<file path="config.mk">
export PLATFORM = sky130hd
export DESIGN_NAME = bls_group
export DESIGN_NICKNAME = d
export VERILOG_FILES = /design/src/design/bounded_list_push_search_macros.svh /design/src/design/bls_pkg.sv /design/src/design/bls_group.sv
export SDC_FILE = /design/constraint.sdc
export NUM_CORES = 1
export LEC_CHECK = 0
export ABC_AREA = 1
export CORE_AREA = 2 2 230 232
export DETAILED_ROUTE_END_ITERATION = 7
export DIE_AREA = 0 0 232 234
export DONT_BUFFER_PORTS = 1
export PLACE_DENSITY_LB_ADDON = 0.15
export RECOVER_POWER = 50
export SYNTH_ARGS = -nofsm -noshare
export SYNTH_HDL_FRONTEND = slang
export SYNTH_SLANG_ARGS = --single-unit
</file>
<file path="constraint.sdc">
create_clock -name clk -period 2.9 [get_ports clk]
set_input_delay 0 -clock clk [delete_from_list [all_inputs] [get_ports clk]]
set_output_delay 0 -clock clk [all_outputs]
set_load 0.005 [all_outputs]
</file>
<file path="src/design/bounded_list_push_search_macros.svh">
// ----------------------------------------------------------------------------
// bounded_list_push_search_macros
// assertion macros used by the list engine top module
// ----------------------------------------------------------------------------
`ifndef BOUNDED_LIST_PUSH_SEARCH_MACROS_SVH
`define BOUNDED_LIST_PUSH_SEARCH_MACROS_SVH

// property checked at every clock edge outside reset
`define BLS_ASSERT(label, prop, msg) \
	label: assert property (@(posedge clk) disable iff (!arst_n) (prop)) else $error(msg);

// consequent checked in the cycle after the antecedent
`define BLS_ASSERT_NEXT(label, ante, cons, msg) \
	label: assert property (@(posedge clk) disable iff (!arst_n) (ante) |=> (cons)) \
		else $error(msg);

`endif

</file>
<file path="src/design/bls_pkg.sv">
// ----------------------------------------------------------------------------
// bls_pkg
// types, constants and helpers for the bounded list engine
// ----------------------------------------------------------------------------
`timescale 1ns / 1ps

package bls_pkg;

	localparam int DEPTH  = 64;
	localparam int WW     = 64;
	localparam int PW     = $clog2(DEPTH);
	localparam int CW     = PW + 1;
	localparam int GRP    = 8;
	localparam int GW     = $clog2(GRP);
	localparam int NGRP   = DEPTH / GRP;
	localparam int NGW    = PW - GW;

	localparam logic [WW-1:0] EXP_MASK = 64'h7FF0_0000_0000_0000;
	localparam logic [WW-1:0] MAN_MASK = 64'h000F_FFFF_FFFF_FFFF;
	localparam logic [WW-1:0] MAG_MASK = 64'h7FFF_FFFF_FFFF_FFFF;

	typedef enum logic [2:0] {
		ACT_PUSH_BACK  = 3'd0,
		ACT_PUSH_FRONT = 3'd1,
		ACT_GET_INDEX  = 3'd2,
		ACT_GET_FRONT  = 3'd3,
		ACT_GET_END    = 3'd4,
		ACT_FIND       = 3'd5
	} action_t;

	typedef enum logic [1:0] {
		ST_OK       = 2'd0,
		ST_FULL     = 2'd1,
		ST_RANGE    = 2'd2,
		ST_NOTFOUND = 2'd3
	} status_t;

	// per-cycle control broadcast to every cell
	typedef struct packed {
		logic          push_front;
		logic          push_back;
		logic [CW-1:0] wr_count;
		logic          rd_en;
		logic          rd_find;
		logic [CW-1:0] rd_count;
		logic [PW-1:0] target;
	} cell_ctrl_t;

	function automatic logic is_nan(input logic [WW-1:0] w);
		return ((w & EXP_MASK) == EXP_MASK) && ((w & MAN_MASK) != '0);
	endfunction

	// ieee equality on raw double patterns
	function automatic logic dbl_eq(input logic [WW-1:0] a, input logic [WW-1:0] b);
		logic res;
		if (is_nan(a) || is_nan(b))
			res = 1'b0;
		else if (((a & MAG_MASK) == '0) && ((b & MAG_MASK) == '0))
			res = 1'b1;
		else
			res = (a == b);
		return res;
	endfunction

endpackage

</file>
<file path="src/design/bls_group.sv">
// ----------------------------------------------------------------------------
// bls_group
// lowest-hit select over one group of cells, registered
// ----------------------------------------------------------------------------
`timescale 1ns / 1ps

module bls_group import bls_pkg::*; (
	input  logic                    clk,
	input  logic                    en,
	input  logic [GRP-1:0]          hit,
	input  logic [GRP-1:0][WW-1:0]  data,
	output logic                    any,
	output logic [GW-1:0]           lpos,
	output logic [WW-1:0]           sel_data
);

	logic          any_s3;
	logic [GW-1:0] lpos_s3;
	logic [WW-1:0] data_s3;
	logic [GW-1:0] pick;

	// descending walk leaves the lowest hit selected
	always_comb begin
		pick = '0;
		for (int i = GRP - 1; i >= 0; i--) begin
			if (hit[i])
				pick = GW'(i);
		end
	end

	always_ff @(posedge clk) begin
		if (en) begin
			any_s3  <= |hit;
			lpos_s3 <= pick;
			data_s3 <= data[pick];
		end
	end

	assign any      = any_s3;
	assign lpos     = lpos_s3;
	assign sel_data = data_s3;

endmodule
</file>
==> impl_metrics.ini, run 1 <==
[worst_setup_path]
worstPathCellList = or2_1 -> nand3_1 -> a31oi_4 -> inv_4 -> buf_12 -> nand3_1 -> nand2_1 -> dlygate4sd3_1 -> nand2_1 -> nand2_1 -> dlygate4sd3_1
max_stage_delay_ns = 0.56
crit_path_start_kind = primary input
critical-path-top-delay-family = buffers and inverters
end_kind = register
worst-setup-path-type = primary input to register
cp_num_buf_inv = 4
cp.required_ns = 3.15
crit_top_cell = nand2_1
cp_max_fo = 65
crit_slowest_cell = dlygate4sd3_1
arrival_ns = 2.90

[layout]
fin_util_pct = 21.7
multi_input_area_mm2 = 0.00484
regArea_mm2 = 0.00204
final_layout_size_suffix_gt1_share_pct = 2.13
fin_nets = 2349
area_delta_synth_final_pct = 19.2
fill_cells = 6117

[synth]
synth_common_cells = 583 x nand2_1, 520 x inv_1, 513 x nand3_1
synthCells = 1819
syn_area_mm2 = 0.00948
netlist.area_leader.share_pct = 27.1
ys_async_sr_fraction_pct = 0
synth_top_cell_by_area = nand3_1
ys_seq_elements = 68
seq_area_frac_synth_pct = 21.6
synth-edff-count = 68
yosysMostFrequentCell = nand2_1
synth.net_count = 2341
postSynthAreaPerCell_um2 = 5.21
yosys-top-cells-area = nand3_1 27%, nand2_1 23%, edfxtp_1 22%, inv_1 21%, buf_2 3.4%
yosysWarnings = 0
synth_ff_type = edfxtp_1
synth_cell_types = 15

[sta]
max_clock_freq_mhz = 377
period_share_pct = 91.5
rsz0062_at_grt = false
maxSlewViolCount = 69
setup_viol = 0
min_period_ns = 2.65
setup_tns_ns = 0
final-hold-violation-count = 0
tightest_slew_ns = 2.13
max_slew_margin_pct = -42.0

[power]
ir_drop_v = 0.000284
powerDensity_mw_per_mm2 = 341
total_leakage_power_nw = 6.84

[detailed_routing]
routedWlPerCell_um = 17.3
drt_iter0_drc = 580
post-route-drc-count = 0
final_antenna_net_count = 0
dr.pass1.iters = 5
wl_um = 43500
vias = 11100
viasPerCell = 4.40

[floorplan]
fp.dieH_um = 234
fp.dieArea_mm2 = 0.0543
row_count = 84
core_mm2 = 0.0520
ios = 590
initial_core_util_pct = 18.2
die_w_um = 232

[job]
drv_cap = 1

[placement]
portBuffers = 0
dp_hpwl_um = 32500
routabilityCongestion = 0.876

[global_routing]
gr-total-overflow = 0
grt_use_total_pct = 15.4
grt_pass1_wl_um = 63500
grt_max_degree = 133
antenna_found_initial = 0
grt_pass1_vias = 10900

[clock_network]
clockBufferDepth = 2
cts_buffers = 9
postCtsSetupRepairBufs = 0
tritoncts = done
htree_levels = 3
path_clk_slew_ns = 0.06
clockRootBuffer = clkbuf_16
cts_num_sinks = 68

[run_status]
violations = max-capacitance violations, max-slew violations
status = complete, but fails checks

[hold_path]
hp-class = primary input to register
-- registers in the layout, indices dropped and copies added (netlist names) --
signal and cells:
any 1, sel_data 64, lpos 3
-- power breakdown --
| part | switching (W) | internal (W) |
|---|---|---|
| Sequential | 0.0000984 | 0.00124 |
| Combinational | 0.000830 | 0.000511 |
| Clock | 0.000517 | 0.000658 |
-- cells in the final DEF (no fill, tap or decap), types with 3 or more instances in the layout --
master	count
nand2_1	583
inv_1	520
nand3_1	513
dlygate4sd3_1	103
edfxtp_1	68
clkbuf_16	9
buf_4	9
buf_12	9
clkinv_2	3
-- repair_timing --
action,in CTS,in global routing
resized for setup,0,0
endpoints found under the setup margin,0,0
hold endpoints to repair,120,0
hold buffers,104,0
-- final cells by class --
type,instances,area share (%)
multi-input combinational,1103,42.9
sequential,68,18.1
inverter,523,17.5
timing repair buffer,122,11.4
tap,688,7.62
clock buffer,10,2.03
clock inverter,6,0.488
antenna,1,0.0222
-- tightest hold or removal path: stages --
cell and delay (ns):
inv_1 0.02, nand2_1 0.06, nand3_1 0.06, nand2_1 0.07
nand2_1 0.05, nand2_1 0.05
-- stage by stage --
step	hold WS (ns)	power [W]	area [µm²]	instances	worst slack [ns]
2_1_floorplan	0.112	0.00217	9480	1819	1.68
3_3_place_gp	0.127	0.00254	9970	2400	0.736
3_5_place_dp	0.124	0.00253	9970	2400	0.761
4_1_cts	0.000117	0.00396	11300	2520	0.262
5_1_grt	0.0310	0.00414	11300	2520	0.0137
6_report	0.0308	0.00385	11300	2521	0.246
-- kinds of logic (layout without fill, tap and decap cells) --
group / Yosys count / after routing / share of synthesized area [%]
AOI/OAI and AO/OA: 1 / 1 / 0.132
DFF: 68 / 68 / 21.6
and+or+nand+nor: 1102 / 1102 / 50.6
other: 0 / 1 / 0
buffers and inverters: 648 / 661 / 27.8
-- routing by layer --
layer	part of all wire, %	global-route usage, %
met4	1.8	4.43
met3	7.0	4.13
met1	42	18.5
met5	0	0
met2	49	26.8
-- final timing paths --
check | start | end | slack, ns | cells past startpoint
setup / recovery | hit[7] | sel_data[1] | 0.25 | 11
hold / removal | data[37] | sel_data[37] | 0.03 | 6
No activity file was read; power rests on OpenSTA's default activity.
==> inputs of run 2 (changes only) <==
- PLACE_DENSITY_LB_ADDON: 0.15 -> not set
==> run 2 against run 1 <==
  * Flip-flop and latch count unchanged
  * Critical path depth stayed put
  * Critical path type unchanged
  * The flow still finishes with violations (max-capacitance violations, max-slew violations)
  * Design area down 1.2%
  * Sequential power is essentially flat
==> impl_metrics.ini, run 2 (same netlist as run 1, synthesis figures left out) <==
[layout]
fill_cells = 6075
area_delta_synth_final_pct = 17.8
largest_reg_flops = 64
final_cells = 2519
final_cell_mix = 583 x nand2_1, 520 x inv_1, 513 x nand3_1, 86 x dlygate4sd3_1, 68 x edfxtp_1
multi_input_area_mm2 = 0.00484
regArea_mm2 = 0.00204
fin_util_pct = 21.5
final_layout_size_suffix_gt1_share_pct = 2.47
final_common_cell = nand2_1
fin_nets = 2341

[floorplan]
core_mm2 = 0.0520
ios = 590
fp.dieArea_mm2 = 0.0543
die_w_um = 232
initial_core_util_pct = 18.2
row_count = 84
fp.dieH_um = 234

[run_status]
violations = max-capacitance violations, max-slew violations
status = complete, but fails checks

[clock_network]
cts_num_sinks = 68
htree_levels = 3
path_clk_slew_ns = 0.06
cts_buffers = 9
tritoncts = done
clockRootBuffer = clkbuf_16
clockBufferDepth = 2
cts-resized-gates = 0

[power]
total_power_w = 0.00366
ir_drop_v = 0.000267
p_int_w = 0.00229
total_leakage_power_nw = 6.79
pwr-share-comb_pct = 35.5
p_seq_share_pct = 36.3
power_frac_clock_pct = 28.1
powerDensity_mw_per_mm2 = 328
switching_power_w = 0.00136
sw_frac_of_total_pct = 37.3

[sta]
maxSlewViolCount = 69
max_clock_freq_mhz = 381
setup_viol = 0
period_share_pct = 90.6
tightest_slew_ns = 2.05
setup_tns_ns = 0
max_slew_margin_pct = -36.4
rsz0062_at_grt = false
final-hold-violation-count = 0
min_period_ns = 2.63

[worst_setup_path]
crit_path_start_kind = primary input
crit_top_cell = nand2_1
worstPathCellList = or2_1 -> nand3_1 -> a31oi_4 -> inv_4 -> buf_12 -> nand3_1 -> dlygate4sd3_1 -> nand2_1 -> dlygate4sd3_1 -> nand2_1 -> nand2_1
setup.worst_path.end = sel_data[29]
worst-setup-path-type = primary input to register
critical-path-top-delay-family = buffers and inverters
arrival_ns = 2.86
cp_max_fo = 67
crit_slowest_cell = dlygate4sd3_1
crit_cells = 11
max_stage_delay_ns = 0.57
end_kind = register
cp_num_buf_inv = 4
crit_start = hit[7]
cp.required_ns = 3.14

[global_routing]
grt_use_total_pct = 13.2
grt_max_degree = 130
antenna_found_initial = 12
grt_pass1_vias = 10000
grt_pass1_wl_um = 54600
gr-total-overflow = 0

[placement]
dp_hpwl_um = 28500
routabilityCongestion = 0.846
portBuffers = 0
placed_cells = 2409

[detailed_routing]
viasPerCell = 4.38
dr.pass1.iters = 7
vias = 11000
post-route-drc-count = 0
routedWlPerCell_um = 15.2
drt_iter0_drc = 639
wl_um = 38200
final_antenna_net_count = 0

[job]
drv_cap = 1

[hold_path]
hp-class = primary input to register
[run 2: final cells by class]
cell class / count / area share (%)
Timing Repair Buffer: 114 / 10.5
Clock buffer: 10 / 2.05
Tap cell: 688 / 7.71
Sequential cell: 68 / 18.3
Inverter: 523 / 17.7
Clock inverter: 5 / 0.179
Antenna cell: 8 / 0.179
Multi-Input combinational cell: 1103 / 43.4
[run 2: power groups by stage]
stage                     combinational, W  clock, W  sequential, W
final                              0.00130   0.00103        0.00133
after global routing               0.00148   0.00113        0.00133
after CTS                          0.00130   0.00110        0.00133
after detailed placement           0.00113         0        0.00134
after global placement             0.00113         0        0.00135
after floorplan                   0.000876         0        0.00129
[run 2: metrics by stage]
step | worst slack (ns) | hold slack (ns) | area (µm²)
6_report | 0.272 | 0.0344 | 11200
5_1_grt | 0.109 | 0.0246 | 11200
4_1_cts | 0.349 | 0.00112 | 11200
3_5_place_dp | 0.794 | 0.124 | 10000
3_3_place_gp | 0.815 | 0.124 | 10000
2_1_floorplan | 1.68 | 0.112 | 9480
[run 2: worst min path at each step]
| stage | from | to | slack (ns) | cells after the start |
|---|---|---|---|---|
| 2_1_floorplan | en | any | 0.11 | 0 |
| 3_3_place_gp | en | sel_data[49] | 0.12 | 0 |
| 3_5_place_dp | en | sel_data[49] | 0.12 | 0 |
| 4_1_cts | data[33] | sel_data[33] | 0.001 | 6 |
| 5_1_grt | data[168] | sel_data[40] | 0.02 | 6 |
| 6_report | data[45] | sel_data[45] | 0.03 | 6 |
[run 2: timing repair]
| action | in CTS | in global routing |
|---|---|---|
| buffers inserted | 0 | 0 |
| hold buffers | 87 | 0 |
| hold endpoints to repair | 116 | 0 |
[run 2: routing by layer]
layer / up-vias / global-route usage [%] / part of all wire (%)
li1: 5413 / - / -
met1: 4926 / 15.6 / 41
met2: 610 / 21.9 / 46
met3: 70 / 3.83 / 8.4
met4: 6 / 6.71 / 4.1
met5: - / 0 / 0.094
==> inputs of run 3 (changes only) <==
- clock period: 2.9 -> 2.39 ns (I/O delays scaled with it)
==> run 3 against run 2 <==
  * The flow still finishes with violations (max-capacitance violations, max-slew violations)
  * Clock-buffer cell count decreased by 1
  * Die area unchanged
  * Non-clock buffer count up 40
  * Routed wire length increased by 5.7%
  * Global-route usage rose by 0.51 points
==> impl_metrics.ini, run 3 (same netlist as run 1, synthesis figures left out) <==
[layout]
final_cell_mix = 582 x nand2_1, 520 x inv_1, 513 x nand3_1, 115 x dlygate4sd3_1, 68 x edfxtp_1
final_area_mm2 = 0.0117
area_delta_synth_final_pct = 23.9
largest_reg_flops = 64
final_common_cell = nand2_1
final_layout_size_suffix_gt1_share_pct = 3.38
fin_nets = 2382

[floorplan]
fp.dieH_um = 234
die_w_um = 232
initial_core_util_pct = 18.2
fp.dieArea_mm2 = 0.0543
core_mm2 = 0.0520
row_count = 84
ios = 590

[worst_setup_path]
crit_top_cell = nand2_1
crit_path_start_kind = primary input
crit_slowest_cell = dlygate4sd3_1
worst-setup-path-type = primary input to register
cp.required_ns = 2.51
end_kind = register
cp_num_buf_inv = 5
cp_max_fo = 72
worstPathCellList = inv_8 -> buf_16 -> buf_12 -> nand3_1 -> nand3_1 -> nand2_1 -> dlygate4sd3_1 -> nand2_1 -> nand2_1 -> dlygate4sd3_1
arrival_ns = 2.42
max_stage_delay_ns = 0.56
critical-path-top-delay-family = buffers and inverters

[placement]
dp_hpwl_um = 29700
portBuffers = 0
routabilityCongestion = 0.853
place_area_mm2 = 0.0101

[sta]
period_share_pct = 96.5
setup_viol = 0
setup_tns_ns = 0
maxSlewViolCount = 69
max_slew_margin_pct = -40.2
final-hold-violation-count = 0
rsz0062_at_grt = false
min_period_ns = 2.31
max_clock_freq_mhz = 434
tightest_slew_ns = 2.10

[detailed_routing]
drt_iter0_drc = 844
wl_um = 40400
dr.pass1.iters = 5
routedWlPerCell_um = 15.8
post-route-drc-count = 0
vias = 11400
final_antenna_net_count = 0
viasPerCell = 4.46

[clock_network]
tritoncts = done
clockRootBuffer = clkbuf_16
clockBufferDepth = 2
htree_levels = 3
cts_num_sinks = 68
path_clk_slew_ns = 0.06
cts_buffers = 9

[job]
drv_cap = 1

[hold_path]
worstHoldStart = data[13]
whs_path_depth = 6
worstHoldEndpoint = sel_data[13]
hp-class = primary input to register

[run_status]
status = complete, but fails checks
violations = max-capacitance violations, max-slew violations

[power]
total_power_w = 0.00485
ir_drop_v = 0.000343
powerDensity_mw_per_mm2 = 413
total_leakage_power_nw = 7.05

[global_routing]
gr-total-overflow = 0
grt_max_degree = 97
grt_use_total_pct = 13.7
antenna_found_initial = 7
grt_pass1_vias = 10400
grt_pass1_wl_um = 56700
==> run 3: cell count changes in the layout (fill, tap and decap cells not counted), moves of 2 or more <==
cell,change
buf_16,+4
buf_4,+2
buf_6,+2
bufinv_16,+2
clkbuf_16,+2
clkinv_1,-3
clkinvlp_4,+3
diode_2,-4
dlygate4sd3_1,+29
==> run 3: what timing repair did <==
action                                 4_1_cts  5_1_grt
setup endpoints to repair                    0        7
buffers inserted                             0        1
hold buffers                               116        0
endpoints found under the hold margin      119        0
resized for setup                            0        7
==> run 3: per-stage QoR <==
step / util [%] / hold slack [ns] / worst slack (ns) / instances
floorplan: - / 0.112 / 1.17 / 1819
global placement: 19.5 / 0.124 / 0.538 / 2417
detailed placement: 19.5 / 0.123 / 0.522 / 2417
CTS: 22.4 / 0.000457 / 0.0776 / 2549
global route: 22.6 / 0.0452 / 0.0103 / 2557
finish: 22.6 / 0.0345 / 0.0845 / 2557
==> run 3: worst max path at each step <==
stage           start            to  cells after the start
6_report       hit[0]  sel_data[38]                     10
5_1_grt        hit[0]  sel_data[38]                     10
4_1_cts        hit[6]  sel_data[23]                     16
3_5_place_dp   hit[6]   sel_data[1]                     15
3_3_place_gp   hit[6]   sel_data[1]                     15
2_1_floorplan  hit[6]  sel_data[15]                     14
==> run 3: layout make-up <==
class | count | area (µm²)
clock inverters | 7 | 91.3
flip-flops and latches | 68 | 2040
well taps | 688 | 861
clock buffers | 9 | 225
diodes | 4 | 10.0
repair buffers | 154 | 1680
multi-input cells | 1104 | 4860
inverters | 523 | 1970
fillers | 5979 | 40300
==> run 3: metal layers <==
metal  GRT usage (%)  vias to the layer above  share of wire, %  wire, µm
li1                -                     5493                 -         -
met1            15.8                     5129                41     16400
met2            23.4                      685                47     19000
met3            4.10                       90               9.0      3640
met4            6.29                        4               3.3      1340
met5               0                        -             0.057        23
==> run 3: report_power, final <==
group | total, W | internal (W) | switching, W
Combinational | 0.00171 | 0.000690 | 0.00102
Clock | 0.00153 | 0.000909 | 0.000619
Sequential | 0.00161 | 0.00150 | 0.000110
Total | 0.00485 | 0.00310 | 0.00175
==> run 3: worst min-delay path, delay by kind of cell <==
| family | cells | cell delay [ns] |
|---|---|---|
| buffers and inverters | 1 | 0.03 |
| and+or+nand+nor | 5 | 0.26 |
