`src/design/bounded_list_push_search_macros.svh`:
```
// ----------------------------------------------------------------------------
// bounded_list_push_search_macros
// assertion macros used by the list engine top module
// ----------------------------------------------------------------------------
`ifndef BOUNDED_LIST_PUSH_SEARCH_MACROS_SVH
`define BOUNDED_LIST_PUSH_SEARCH_MACROS_SVH

// property checked at every clock edge outside reset
`define BLS_ASSERT(label, prop, msg) \
	label: assert property (@(posedge clk) disable iff (!arst_n) (prop)) else $error(msg);

// consequent checked in the cycle after the antecedent
`define BLS_ASSERT_NEXT(label, ante, cons, msg) \
	label: assert property (@(posedge clk) disable iff (!arst_n) (ante) |=> (cons)) \
		else $error(msg);

`endif

```
`src/design/bls_pkg.sv`:
```
// ----------------------------------------------------------------------------
// bls_pkg
// types, constants and helpers for the bounded list engine
// ----------------------------------------------------------------------------
`timescale 1ns / 1ps

package bls_pkg;

	localparam int DEPTH  = 64;
	localparam int WW     = 64;
	localparam int PW     = $clog2(DEPTH);
	localparam int CW     = PW + 1;
	localparam int GRP    = 8;
	localparam int GW     = $clog2(GRP);
	localparam int NGRP   = DEPTH / GRP;
	localparam int NGW    = PW - GW;

	localparam logic [WW-1:0] EXP_MASK = 64'h7FF0_0000_0000_0000;
	localparam logic [WW-1:0] MAN_MASK = 64'h000F_FFFF_FFFF_FFFF;
	localparam logic [WW-1:0] MAG_MASK = 64'h7FFF_FFFF_FFFF_FFFF;

	typedef enum logic [2:0] {
		ACT_PUSH_BACK  = 3'd0,
		ACT_PUSH_FRONT = 3'd1,
		ACT_GET_INDEX  = 3'd2,
		ACT_GET_FRONT  = 3'd3,
		ACT_GET_END    = 3'd4,
		ACT_FIND       = 3'd5
	} action_t;

	typedef enum logic [1:0] {
		ST_OK       = 2'd0,
		ST_FULL     = 2'd1,
		ST_RANGE    = 2'd2,
		ST_NOTFOUND = 2'd3
	} status_t;

	// per-cycle control broadcast to every cell
	typedef struct packed {
		logic          push_front;
		logic          push_back;
		logic [CW-1:0] wr_count;
		logic          rd_en;
		logic          rd_find;
		logic [CW-1:0] rd_count;
		logic [PW-1:0] target;
	} cell_ctrl_t;

	function automatic logic is_nan(input logic [WW-1:0] w);
		return ((w & EXP_MASK) == EXP_MASK) && ((w & MAN_MASK) != '0);
	endfunction

	// ieee equality on raw double patterns
	function automatic logic dbl_eq(input logic [WW-1:0] a, input logic [WW-1:0] b);
		logic res;
		if (is_nan(a) || is_nan(b))
			res = 1'b0;
		else if (((a & MAG_MASK) == '0) && ((b & MAG_MASK) == '0))
			res = 1'b1;
		else
			res = (a == b);
		return res;
	endfunction

endpackage

```
`src/design/bls_cell.sv`:
```
// ----------------------------------------------------------------------------
// bls_cell
// one list slot: holds a word, shifts from its neighbor, flags a hit
// ----------------------------------------------------------------------------
`timescale 1ns / 1ps

module bls_cell import bls_pkg::*; (
	input  logic          clk,
	input  logic [PW-1:0] pos,
	input  cell_ctrl_t    ctrl,
	input  logic [WW-1:0] wr_value,
	input  logic [WW-1:0] rd_key,
	input  logic [WW-1:0] left_word,
	output logic [WW-1:0] word,
	output logic          hit,
	output logic [WW-1:0] hit_data
);

	logic [WW-1:0] word_q;
	logic          hit_s2;
	logic [WW-1:0] data_s2;
	logic          in_list;

	assign in_list = ({1'b0, pos} < ctrl.rd_count);

	always_ff @(posedge clk) begin
		if (ctrl.push_front) begin
			word_q <= (pos == '0) ? wr_value : left_word;
		end else if (ctrl.push_back && ({1'b0, pos} == ctrl.wr_count)) begin
			word_q <= wr_value;
		end
	end

	always_ff @(posedge clk) begin
		if (ctrl.rd_en) begin
			hit_s2  <= ctrl.rd_find ? (in_list && dbl_eq(word_q, rd_key)) : (pos == ctrl.target);
			data_s2 <= word_q;
		end
	end

	assign word     = word_q;
	assign hit      = hit_s2;
	assign hit_data = data_s2;

endmodule

```
`config.mk`:
```
export PLATFORM = sky130hd
export DESIGN_NAME = bls_cell
export DESIGN_NICKNAME = d
export VERILOG_FILES = /design/src/design/bounded_list_push_search_macros.svh /design/src/design/bls_pkg.sv /design/src/design/bls_cell.sv
export SDC_FILE = /design/constraint.sdc
export NUM_CORES = 1
export LEC_CHECK = 0
export BUFFER_PORTS_ARGS = -buffer_cell sky130_fd_sc_hd__buf_2
export CORE_AREA = 5 5 133 135
export CTS_BUF_LIST = sky130_fd_sc_hd__clkbuf_4 sky130_fd_sc_hd__clkbuf_8
export DETAILED_ROUTE_END_ITERATION = 8
export DIE_AREA = 0 0 138 140
export GPL_ROUTABILITY_DRIVEN = 0
export MAX_ROUTING_LAYER = met4
export PLACE_DENSITY = 0.72
export SETUP_SLACK_MARGIN = 0.5
export SYNTH_ARGS = -nofsm -noshare
export SYNTH_HDL_FRONTEND = slang
export SYNTH_SLANG_ARGS = --single-unit
```
`constraint.sdc`:
```
create_clock -name clk -period 4.1 [get_ports clk]
set_input_delay 1.025 -clock clk [delete_from_list [all_inputs] [get_ports clk]]
set_output_delay 1.025 -clock clk [all_outputs]
set_load 0.01 [all_outputs]
```
==> results of run 1 <==
-- critical path, delay by kind of cell, from the launching register on --
kind | cells | cell delay, ps
and+or+nand+nor | 5 | 1740
DFF | 1 | 500
AOI/OAI and AO/OA | 1 | 180
-- final cells by class --
type	count	area, µm²	share of cell area
diodes	1	2.502	0.0002980
clock buffers	18	241.5	0.02875
clock inverters	14	155.1	0.01847
inverters	5	18.77	0.002235
multi-input cells	236	2032	0.2420
flip-flops and latches	129	3874	0.4613
well taps	220	275.3	0.03278
repair buffers	355	1799	0.2142
-- power by group --
part           total, mW  internal [mW]  switching (mW)
logic              0.541          0.251           0.291
clock network       1.11          0.554           0.554
registers           1.70           1.59           0.103
-- metal layers --
layer	vias up	track usage
li1	2233	-
met1	2259	0.2638
met4	0	0.06188
met3	19	0.06271
met2	275	0.3931
met5	-	-
-- cells by family (layout without fill, tap and decap cells) --
kind of cell    after synthesis  count (layout)  synth area share
buf+inv                      11             392           0.01441
flops                       129             129            0.6466
fa+ha+maj                     5               5           0.01044
mux                          64              64            0.1203
other cells                   0               1                 0
compound gates                9               9           0.01190
xor+xnor                     76              76            0.1111
simple gates                 82              82           0.08521
-- synthesized netlist by cell type (all sizes together), types with 2 or more instances --
cell,number
nand4,14
a21o,2
mux2,64
nand3,4
ha,5
nand2,2
nor4,52
edfxtp,129
a21oi,3
xnor2,5
buf,6
xor2,71
o21ai,2
or4,3
inv,5
-- worst max path at each step --
stage	startpoint	to	slack, ps
3_5_place_dp	pos[0]	word[63]	1140
3_3_place_gp	pos[0]	word[63]	1150
4_1_cts	word[26]	hit	1480
6_report	word[48]	hit	1520
2_1_floorplan	pos[3]	word[0]	800
5_1_grt	word[26]	hit	1290
-- sequential cells by signal, summed over array words and instances, names as in the netlist --
name and cells:
hit 1, hit_data 64, word 64
-- metrics by stage --
step	instance area, µm²	cells	power (mW)
after floorplan	5991	376	1.921
after global placement	7999	945	2.266
after detailed placement	7999	945	2.273
after CTS	8396	977	3.381
after global routing	8398	978	3.481
final	8398	978	3.346
==> summary.txt, run 1 <==
Synth
  • Register bit total from synthesis: 129
  • Mapped Cells: 376
  • Fraction of synthesis flops using an asynchronous set or reset pin: 0
  • Top_reg_cell synth: edfxtp_1
  • Register area share after synthesis: 0.6466
  • Share of the synthesized area in the top cell type: 0.6466
  • Top area cells in the synthesized netlist: edfxtp_1 (65%), mux2_2 (11%), xor2_1 (10%)
  • Post-Syn Area: 0.005991 mm²
  • Number of enable flip-flop cells after synthesis: 129
  • Cell type with the highest aggregate area in the netlist: edfxtp_1
  • YS warnings: 0
  • Distinct cell type count of the synthesized netlist: 26
  • Average size of a mapped cell: 15.93 µm²
  • Post-synthesis net count: 604

Hold path
  • Hold EP: hit_data[63]
  • Hold/Removal Path Class: flop to flop
  • WHS Path Cells: 0
  • Source of the worst hold timing path: word[63]

Global route
  • Largest net degree at the start of global routing: 66
  • Overall routing resource usage: 0.2281
  • First-pass GRT wire length: 31.97 mm
  • Overflow left after global routing: 0
  • Vias in the first global route: 5158
  • Number of antenna violations at the first check in global routing: 1

Clock network
  • Number of gates given a new drive strength after cts: 0
  • Clock tree from TritonCTS: yes
  • Later-pin clock latency in the skew report: 450 ps
  • H-tree depth: 4
  • Hold bufs inserted after CTS: 0
  • Total clock buffers created by CTS: 17
  • Bufs on Longest Clock Path: 2
  • Clock Sink Count: 129
  • Post-CTS setup buffer count: 0
  • Cell chosen for the clock root: clkbuf_8
  • Clock slew seen by the registers of the worst setup and hold paths: 90 ps

Outcome
  • Result of the run: finished, final reports clean

Pwr
  • Power density cells: 398.4 mW/mm²
  • Leakage power: 3.564 nW
  • Maximum VDD drop: 260.0 µV

Job
  • Max_cap viols: 0

Critical path
  • Series of cell instances along the critical path: nor4_1 > nand4_1 > nor4_1 > nor4_1 > or3_1 > o21ai_0
  • Critical path startpoint category: flop
  • Library cell appearing most often on the critical path: nor4_1
  • Slowest stage cell on the critical path: nor4_1
  • Max incr delay on CP: 560 ps
  • Worst endpoint required time: 4390 ps
  • Worst-path fanout max: 4
  • Number of cell instances on the worst register-to-register path: 6
  • Worst reg2reg startpoint: word[48]
  • R2r endpoint: hit
  • Crit path capture type: flop
  • Worst endpoint data arrival time: 2870 ps
  • CP Class: flop to flop
  • Register-to-register setup slack: 1520 ps

Final layout
  • Count of fill cells added during filler insertion: 1458
  • Nets@finish: 972
  • Ratio of cells with drive above 1 in the final layout: 0.5931
  • Synthesis-to-layout area growth: 40.18%
  • Core occupancy in the finished layout: 0.5137
  • Most used cells in the layout excluding fill and tap cells: buf_2 (351), edfxtp_1 (129), xor2_1 (71), mux2_2 (59), nor4_1 (52)
  • Leading cell type in the layout, fill and taps excluded: buf_2

Routing
  • Drt drc: 0
  • Detailed-route wire length: 21.92 mm
  • Wire length the detailed router placed on met1: 8.582 mm
  • Total met3 wirelength after detailed routing: 1.650 mm
  • Post-route ant nets: 0
  • Routed wl met2: 11.38 mm
  • Total vias in the final route: 4786
  • Vias/cell: 4.894
  • Top metal layer carrying routed signals: met4
  • Length of the first detailed-routing pass in iterations: 5
  • Iteration-0 DRC Markers: 253
  • Average wire per cell in the routed design: 22.41 µm

STA
  • Setup WS post-layout: 1524 ps
  • Slew HR: 0.3955
  • Max-slew violation total from the final report: 0
  • Total setup violations reported at the end of the flow: 0
  • Number of hold violations in the final report: 0
  • RSZ-0062 raised after global routing: no
  • Slew @ Worst Pin: 906.7 ps
  • Worst-case clock skew: 16.26 ps
  • Fin crit share: 0.6282
  • Minimum period implied by the final worst setup slack: 2576 ps
  • Fmax: 0.3883 GHz
  • Worst hold margin: 518.3 ps
  • Total Negative Setup Slacks: 0 ps

Floorplan
  • Effective utilization at floorplan: 0.3664
  • Die area: 0.01932 mm²
  • Floorplan Core Area: 0.01635 mm²
  • Chip Width: 138 µm
  • Vert. Die Dim: 140 µm
  • Core Rows: 47
  • I/O pins: 352

Place
  • Worst slack at placement: 1137 ps
  • Dpl hpwl: 17.82 mm
  • Number of buffer cells added on primary ports: 351
Power figures use the tool's default switching activity.
==> run 2: changes to the inputs <==
==> constraint.sdc (replaced) <==
create_clock -name clk -period 2.6 [get_ports clk]
set_input_delay 0.65 -clock clk [delete_from_list [all_inputs] [get_ports clk]]
set_output_delay 0.65 -clock clk [all_outputs]
set_load 0.01 [all_outputs]
==> run 2 against run 1 <==
Clock skew is 3.9 ps lower. Clock-buffer cell count is 1 lower. Flip-flop and latch count unchanged. Non-clock buffer count increased by 32. Global-route usage up 0.84 points. Sequential share of layout area fell by 2.1 points. Highest routed layer unchanged.
==> summary.txt, run 2 (synthesis gave the netlist of run 1 again) <==
Outcome
  • Result of the run: finished, final reports clean

Floorplan
  • I/O pins: 352 (unchanged)
  • Vert. Die Dim: 140 µm (unchanged)
  • Floorplan Core Area: 0.01635 mm² (unchanged)
  • Die area: 0.01932 mm² (unchanged)
  • Core Rows: 47 (unchanged)
  • Chip Width: 138 µm (unchanged)
  • Effective utilization at floorplan: 0.3664 (unchanged)

Pwr
  • Switching fraction of total power: 0.2883 (+0.005255)
  • Sequential share of power: 0.508 (about the same)
  • Clock power share: 0.309 (-0.022)
  • Comb power frac: 0.183 (+0.021)
  • Internal portion of total power: 3.734 mW (+56%)
  • Post-layout total power: 5.247 mW (+57%)
  • Leakage power: 3.752 nW (+5.3%)
  • Net switching power: 1.513 mW (+60%)
  • Maximum VDD drop: 359.0 µV (+38%)
  • Power density cells: 596.0 mW/mm² (+50%)

Clock network
  • H-tree depth: 4 (unchanged)
  • Clock tree from TritonCTS: yes
  • Clock Sink Count: 129 (unchanged)
  • Total clock buffers created by CTS: 17 (unchanged)
  • Bufs on Longest Clock Path: 2 (unchanged)
  • Clock slew seen by the registers of the worst setup and hold paths: 80 ps (about the same)
  • Later-pin clock latency in the skew report: 430 ps (-20 ps)
  • Cell chosen for the clock root: clkbuf_8
  • Hold bufs inserted after CTS: 0 (unchanged)

Final layout
  • Most used cells in the layout excluding fill and tap cells: buf_2 (351), edfxtp_1 (129), xor2_1 (70), mux2_2 (59), nor4_1 (40)
  • Nets@finish: 1004 (+3.3%)
  • Ratio of cells with drive above 1 in the final layout: 0.6261 (+0.03298)
  • Multi-input combinational cell area: 0.002155 mm² (+6.0%)
  • Sequential cell area: 0.003874 mm² (unchanged)
  • Leading cell type in the layout, fill and taps excluded: buf_2
  • Synthesis-to-layout area growth: 46.95%
  • Non-filler instance count after layout: 1011 (+3.4%)
  • Count of fill cells added during filler insertion: 1441 (-1.2%)

Critical path
  • CP endpoint: hit
  • Worst-path fanout max: 3 (-1)
  • CP Class: flop to flop
  • R2r endpoint: hit
  • Series of cell instances along the critical path: buf_4 > nor4_4 > nand4_1 > nor4_2 > buf_4 > nor4_2 > or3_1 > o21ai_1
  • Critical path startpoint category: flop
  • Crit path capture type: flop
  • Critical Path Start: word[9]
  • Worst endpoint data arrival time: 2450 ps (-420 ps)
  • Number of cell instances on the worst register-to-register path: 8 (+2)
  • Worst endpoint required time: 2890 ps (-1500 ps)
  • Max incr delay on CP: 450 ps (-110 ps)
  • Register-to-register setup slack: 440 ps (-1090 ps)
  • Worst reg2reg startpoint: word[9]
  • Slowest stage cell on the critical path: edfxtp_1

STA
  • Fin crit share: 0.8325 (+0.2043)
  • Total setup violations reported at the end of the flow: 0 (unchanged)
  • Max-slew violation total from the final report: 0 (unchanged)
  • Worst-case clock skew: 12.39 ps (-3.872 ps)
  • Slew @ Worst Pin: 439.0 ps (-467.7 ps)
  • Slew HR: 0.7063 (+0.3108)
  • Total Negative Setup Slacks: 0 ps (unchanged)
  • Minimum period implied by the final worst setup slack: 2165 ps (-411.1 ps)
  • Number of hold violations in the final report: 0 (unchanged)
  • Fmax: 0.4620 GHz (+19%)
  • RSZ-0062 raised after global routing: yes

Place
  • Number of placed instances, taps included: 962 (+1.8%)
  • Dpl hpwl: 18.12 mm (+1.7%)
  • Number of buffer cells added on primary ports: 351 (unchanged)

Global route
  • Largest net degree at the start of global routing: 66 (unchanged)
  • Number of antenna violations at the first check in global routing: 2 (+1)
  • Overflow left after global routing: 0 (unchanged)
  • First-pass GRT wire length: 33.23 mm (+4.0%)
  • Overall routing resource usage: 0.2365 (+0.008390)
  • Vias in the first global route: 5493 (+6.5%)

Routing
  • Average wire per cell in the routed design: 22.28 µm (-0.58%)
  • Detailed-route wire length: 22.53 mm (+2.8%)
  • Vias/cell: 4.899 (+0.11%)
  • Total vias in the final route: 4953 (+3.5%)
  • Iteration-0 DRC Markers: 256 (+1.2%)
  • Drt drc: 0 (unchanged)
  • Length of the first detailed-routing pass in iterations: 4 (-1)
  • Post-route ant nets: 0 (unchanged)

Job
  • Max_cap viols: 0 (unchanged)

Hold path
  • Hold/Removal Path Class: input port to flop
==> run 2: power groups by stage <==
| stage | Clock, mW | Sequential (mW) | Combinational [mW] |
|---|---|---|---|
| after floorplan | 0 | 2.76 | 0.264 |
| after global placement | 0 | 2.71 | 0.891 |
| after detailed placement | 0 | 2.72 | 0.898 |
| after CTS | 1.65 | 2.67 | 0.967 |
| after global routing | 1.77 | 2.69 | 1.03 |
| final | 1.62 | 2.67 | 0.958 |
==> run 2: how the worst min path moves through the flow <==
stage	slack, ps	end	cells past startpoint	start
2_1_floorplan	540	hit_data[63]	0	word[63]
3_3_place_gp	490	hit_data[63]	0	word[63]
3_5_place_dp	490	hit_data[63]	0	word[63]
4_1_cts	470	word[13]	2	wr_value[13]
5_1_grt	470	word[13]	2	wr_value[13]
6_report	500	word[10]	2	left_word[10]
==> run 2: timing repair <==
item                       CTS  global route
setup endpoints to repair    1             1
resized for setup           17             2
buffers inserted            15             0
pin swaps                    9             0
==> run 2: per-stage QoR <==
| step | setup WS (ps) | area, µm² | utilization | hold WS (ps) |
|---|---|---|---|---|
| after floorplan | 181.8 | 6002 | - | 539.4 |
| after global placement | 75.70 | 8199 | 0.5015 | 487.4 |
| after detailed placement | 64.11 | 8199 | 0.5015 | 491.5 |
| after CTS | 485.9 | 8786 | 0.5374 | 470.2 |
| after global routing | 321.8 | 8803 | 0.5385 | 466.4 |
| final | 435.5 | 8803 | 0.5385 | 502.7 |
==> run 2: cell type report <==
| type | count | area share |
|---|---|---|
| clock buffer | 17 | 0.02658 |
| tap | 220 | 0.03127 |
| inverter | 5 | 0.002132 |
| multi-input combinational | 236 | 0.2447 |
| sequential | 129 | 0.4400 |
| timing repair buffer | 387 | 0.2392 |
| clock inverter | 15 | 0.01549 |
| antenna | 2 | 0.0005685 |
==> run 2: critical path, delay by kind of cell (launching register included) <==
| kind | cells | cell delay (ps) |
|---|---|---|
| and+or+nand+nor | 5 | 1100 |
| DFF | 1 | 450 |
| AOI/OAI and AO/OA | 1 | 110 |
| buffers and inverters | 2 | 360 |
==> run 2: per-layer routing <==
layer	track usage	share of wire
met3	0.07192	0.078
met2	0.4072	0.52
met5	-	0
met1	0.2672	0.38
met4	0.06968	0.021
==> run 3: changes to the inputs <==
--- a/config.mk
+++ b/config.mk
@@ -5,14 +5,16 @@
 export SDC_FILE = /design/constraint.sdc
 export NUM_CORES = 1
 export LEC_CHECK = 0
+export ABC_AREA = 1
 export BUFFER_PORTS_ARGS = -buffer_cell sky130_fd_sc_hd__buf_2
-export CORE_AREA = 5 5 133 135
+export CORE_ASPECT_RATIO = 0.75
+export CORE_MARGIN = 5
+export CORE_UTILIZATION = 43
 export CTS_BUF_LIST = sky130_fd_sc_hd__clkbuf_4 sky130_fd_sc_hd__clkbuf_8
 export DETAILED_ROUTE_END_ITERATION = 8
-export DIE_AREA = 0 0 138 140
 export GPL_ROUTABILITY_DRIVEN = 0
 export MAX_ROUTING_LAYER = met4
-export PLACE_DENSITY = 0.72
+export PLACE_DENSITY = 0.82
 export SETUP_SLACK_MARGIN = 0.5
 export SYNTH_ARGS = -nofsm -noshare
 export SYNTH_HDL_FRONTEND = slang
==> constraint.sdc (replaced) <==
create_clock -name clk -period 1.86 [get_ports clk]
set_input_delay 0.465 -clock clk [delete_from_list [all_inputs] [get_ports clk]]
set_output_delay 0.465 -clock clk [all_outputs]
set_load 0.01 [all_outputs]
==> run 3 against run 2 <==
Largest cell class unchanged. Critical path type is now flop to output port. Critical path depth is 6 lower. Via count up 49%. Clock-buffer cell count is 1 higher. Worst setup slack worse by 220 ps. Register-to-register slack worse by 160 ps. Cell count rose by 48%. Worst hold slack got worse by 210 ps. Design area is 21% higher. Largest power group unchanged. Non-clock buffer count increased by 37. Synthesized cell count up 130%. First-iteration DRC count rose by 100%. Clock power is 31% higher.
==> summary.txt, run 3 <==
Pwr
  • Leakage power: 5.441 nW (+45%)
  • Power density cells: 714.1 mW/mm² (+20%)
  • Post-layout total power: 7.600 mW (+45%)
  • Maximum VDD drop: 488.0 µV (+36%)

Place
  • Total placed instance area: 0.009480 mm² (+16%)
  • Number of buffer cells added on primary ports: 351 (unchanged)
  • Dpl hpwl: 18.60 mm (+2.6%)

Clock network
  • H-tree depth: 4 (unchanged)
  • Later-pin clock latency in the skew report: 440 ps (about the same)
  • Cell chosen for the clock root: clkbuf_8
  • Total clock buffers created by CTS: 17 (unchanged)
  • Hold bufs inserted after CTS: 0 (unchanged)
  • Clock Sink Count: 129 (unchanged)
  • Clock tree from TritonCTS: yes
  • Bufs on Longest Clock Path: 2 (unchanged)
  • Clock slew seen by the registers of the worst setup and hold paths: 80 ps (about the same)

Floorplan
  • Chip Width: 157.6 µm (+14%)
  • Die area: 0.01902 mm² (-1.5%)
  • I/O pins: 352 (unchanged)
  • Effective utilization at floorplan: 0.4387 (+0.07230)
  • Core Rows: 40 (-15%)
  • Floorplan Core Area: 0.01602 mm² (-2.0%)
  • Vert. Die Dim: 120.7 µm (-14%)

Critical path
  • Number of buffers and inverters on the critical path: 2 (unchanged)
  • Max incr delay on CP: 470 ps (+20 ps)
  • Worst endpoint required time: 1390 ps (-1500 ps)
  • Slowest stage cell on the critical path: edfxtp_1
  • CP delay by family, top: flip-flops
  • Crit path capture type: output port
  • CP Class: flop to output port
  • Series of cell instances along the critical path: buf_6 > buf_6
  • Critical path startpoint category: flop
  • Library cell appearing most often on the critical path: buf_6
  • Worst-path fanout max: 5 (+2)
  • Worst endpoint data arrival time: 1180 ps (-1270 ps)

Synth
  • Most common cell in the synthesized netlist: nand2_1
  • Post-Syn Area: 0.007027 mm² (+17%)
  • Distinct cell type count of the synthesized netlist: 26 (unchanged)
  • Average size of a mapped cell: 8.267 µm² (-48%)
  • Share of the synthesized area in the top cell type: 0.5513 (-0.09533)
  • Cell type with the highest aggregate area in the netlist: edfxtp_1
  • Mapped Cells: 850 (+130%)
  • Number of enable flip-flop cells after synthesis: 129 (unchanged)
  • Register area share after synthesis: 0.5513 (-0.09533)
  • Top_reg_cell synth: edfxtp_1
  • Register bit total from synthesis: 129 (unchanged)
  • Post-synthesis net count: 1078 (+78%)
  • Most common library cells after synthesis: nand2_1 (321), edfxtp_1 (129), nor2_1 (123)
  • Top area cells in the synthesized netlist: edfxtp_1 (55%), nand2_1 (17%), nor2_1 (6.6%)
  • Fraction of synthesis flops using an asynchronous set or reset pin: 0 (unchanged)
  • YS warnings: 0 (unchanged)

Routing
  • Average wire per cell in the routed design: 16.85 µm (-24%)
  • Iteration-0 DRC Markers: 511 (+100%)
  • Vias/cell: 4.929 (+0.61%)
  • Length of the first detailed-routing pass in iterations: 7 (+3)
  • Post-route ant nets: 0 (unchanged)
  • Detailed-route wire length: 25.23 mm (+12%)
  • Drt drc: 0 (unchanged)
  • Total vias in the final route: 7379 (+49%)

STA
  • Number of hold violations in the final report: 0 (unchanged)
  • Fmax: 0.6091 GHz
  • Worst hold margin: 289.5 ps (-213.2 ps)
  • Total Negative Setup Slacks: 0 ps (unchanged)
  • Slew HR: 0.7330 (+0.02663)
  • Max-slew violation total from the final report: 0 (unchanged)
  • Minimum period implied by the final worst setup slack: 1642 ps
  • Fin crit share: 0.8826
  • Slew @ Worst Pin: 400.6 ps (-38.45 ps)
  • RSZ-0062 raised after global routing: yes
  • Worst-case clock skew: 14.04 ps (+1.651 ps)
  • Total setup violations reported at the end of the flow: 0 (unchanged)

Final layout
  • Post-route cell area: 0.01064 mm² (+21%)
  • Core occupancy in the finished layout: 0.6645 (+0.1260)
  • Most used cells in the layout excluding fill and tap cells: buf_2 (329), nand2_1 (321), edfxtp_1 (129), nor2_1 (112), inv_1 (109)
  • Nets@finish: 1501 (+50%)
  • Synthesis-to-layout area growth: 51.46%
  • Ratio of cells with drive above 1 in the final layout: 0.4222 (-0.2039)
  • Leading cell type in the layout, fill and taps excluded: buf_2

Global route
  • Overflow left after global routing: 0 (unchanged)
  • Number of antenna violations at the first check in global routing: 1 (-1)
  • Largest net degree at the start of global routing: 66 (unchanged)
  • Vias in the first global route: 7268 (+32%)
  • Overall routing resource usage: 0.2638 (+0.02724)
  • First-pass GRT wire length: 37.18 mm (+12%)

Outcome
  • Result of the run: finished, final reports clean

Job
  • Max_cap viols: 0 (unchanged)

Hold path
  • Hold/Removal Path Class: input port to flop
run 3: cell count changes in the layout (fill, tap and decap cells not counted), sizes merged, moves of 2 or more:
cell,before,now
nand3,4,90
a21oi,3,6
nand2,2,322
buf,387,424
nor4,52,2
nor3,1,6
inv,8,115
or4,3,0
a21o,2,0
nor2,1,123
mux2,64,0
xor2,71,10
run 3: worst paths after layout:
check	from	to	slack (ps)	depth (start not counted)
min reg2reg	word[54]	hit_data[54]	500	0
max	word[45]	word[45]	220	2
min	wr_value[50]	word[50]	290	3
max reg2reg	word[62]	hit	280	10
run 3: what timing repair did:
item,in CTS,in global routing
gates cloned,7,0
setup buffers,36,13
pin swaps,2,10
resized for setup,35,30
endpoints found under the setup margin,194,194
run 3: final cells by class:
type / count / area, µm²
sequential: 129 / 3874
fill: 1290 / 5373
clock buffer: 18 / 241.5
antenna: 1 / 2.502
inverter: 112 / 435.4
timing repair buffer: 424 / 2779
clock inverter: 14 / 91.34
multi-input combinational: 589 / 2957
tap: 210 / 262.8
run 3: report_power, final:
part | leakage (nW) | switching [mW] | internal [mW]
clock | 0.162 | 1.21 | 0.926
sequential | 1.26 | 0.198 | 3.51
combinational | 4.02 | 0.912 | 0.843
run 3: worst register-to-register path, cell delays in order (launching register included):
cell,delay (ps)
edfxtp_1,520
xor2_1,200
nor2_1,160
nand2_1,80
nor2_2,100
nand2_1,80
nor2_1,90
nand2_1,50
nand2_1,60
nand2_1,50
nand2_1,50
run 3: layer usage:
metal	wire length, µm	vias up	GRT usage	share of wire
met5	0	-	-	0
met4	552	0	0.08598	0.022
met3	2366	46	0.06297	0.094
met2	12360	373	0.4282	0.49
met1	9950	3397	0.3273	0.39
li1	-	3563	-	-
run 3: cells by family (layout without fill, tap and decap cells):
logic type | Yosys count | in the layout | share of synthesized area
AO/OA/AOI/OAI | 11 | 11 | 0.009082
XOR/XNOR | 14 | 14 | 0.01745
adder cells (fa/ha/maj) | 5 | 5 | 0.008903
buffers and inverters | 132 | 568 | 0.08476
flip-flops | 129 | 129 | 0.5513
other | 0 | 1 | 0
AND/OR/NAND/NOR | 559 | 559 | 0.3285
run 3: metrics by stage:
step	instances	setup WS [ps]
floorplan	850	-522.4
global placement	1408	-13.68
detailed placement	1408	-113.3
CTS	1483	216.7
global route	1497	163.9
finish	1497	218.4
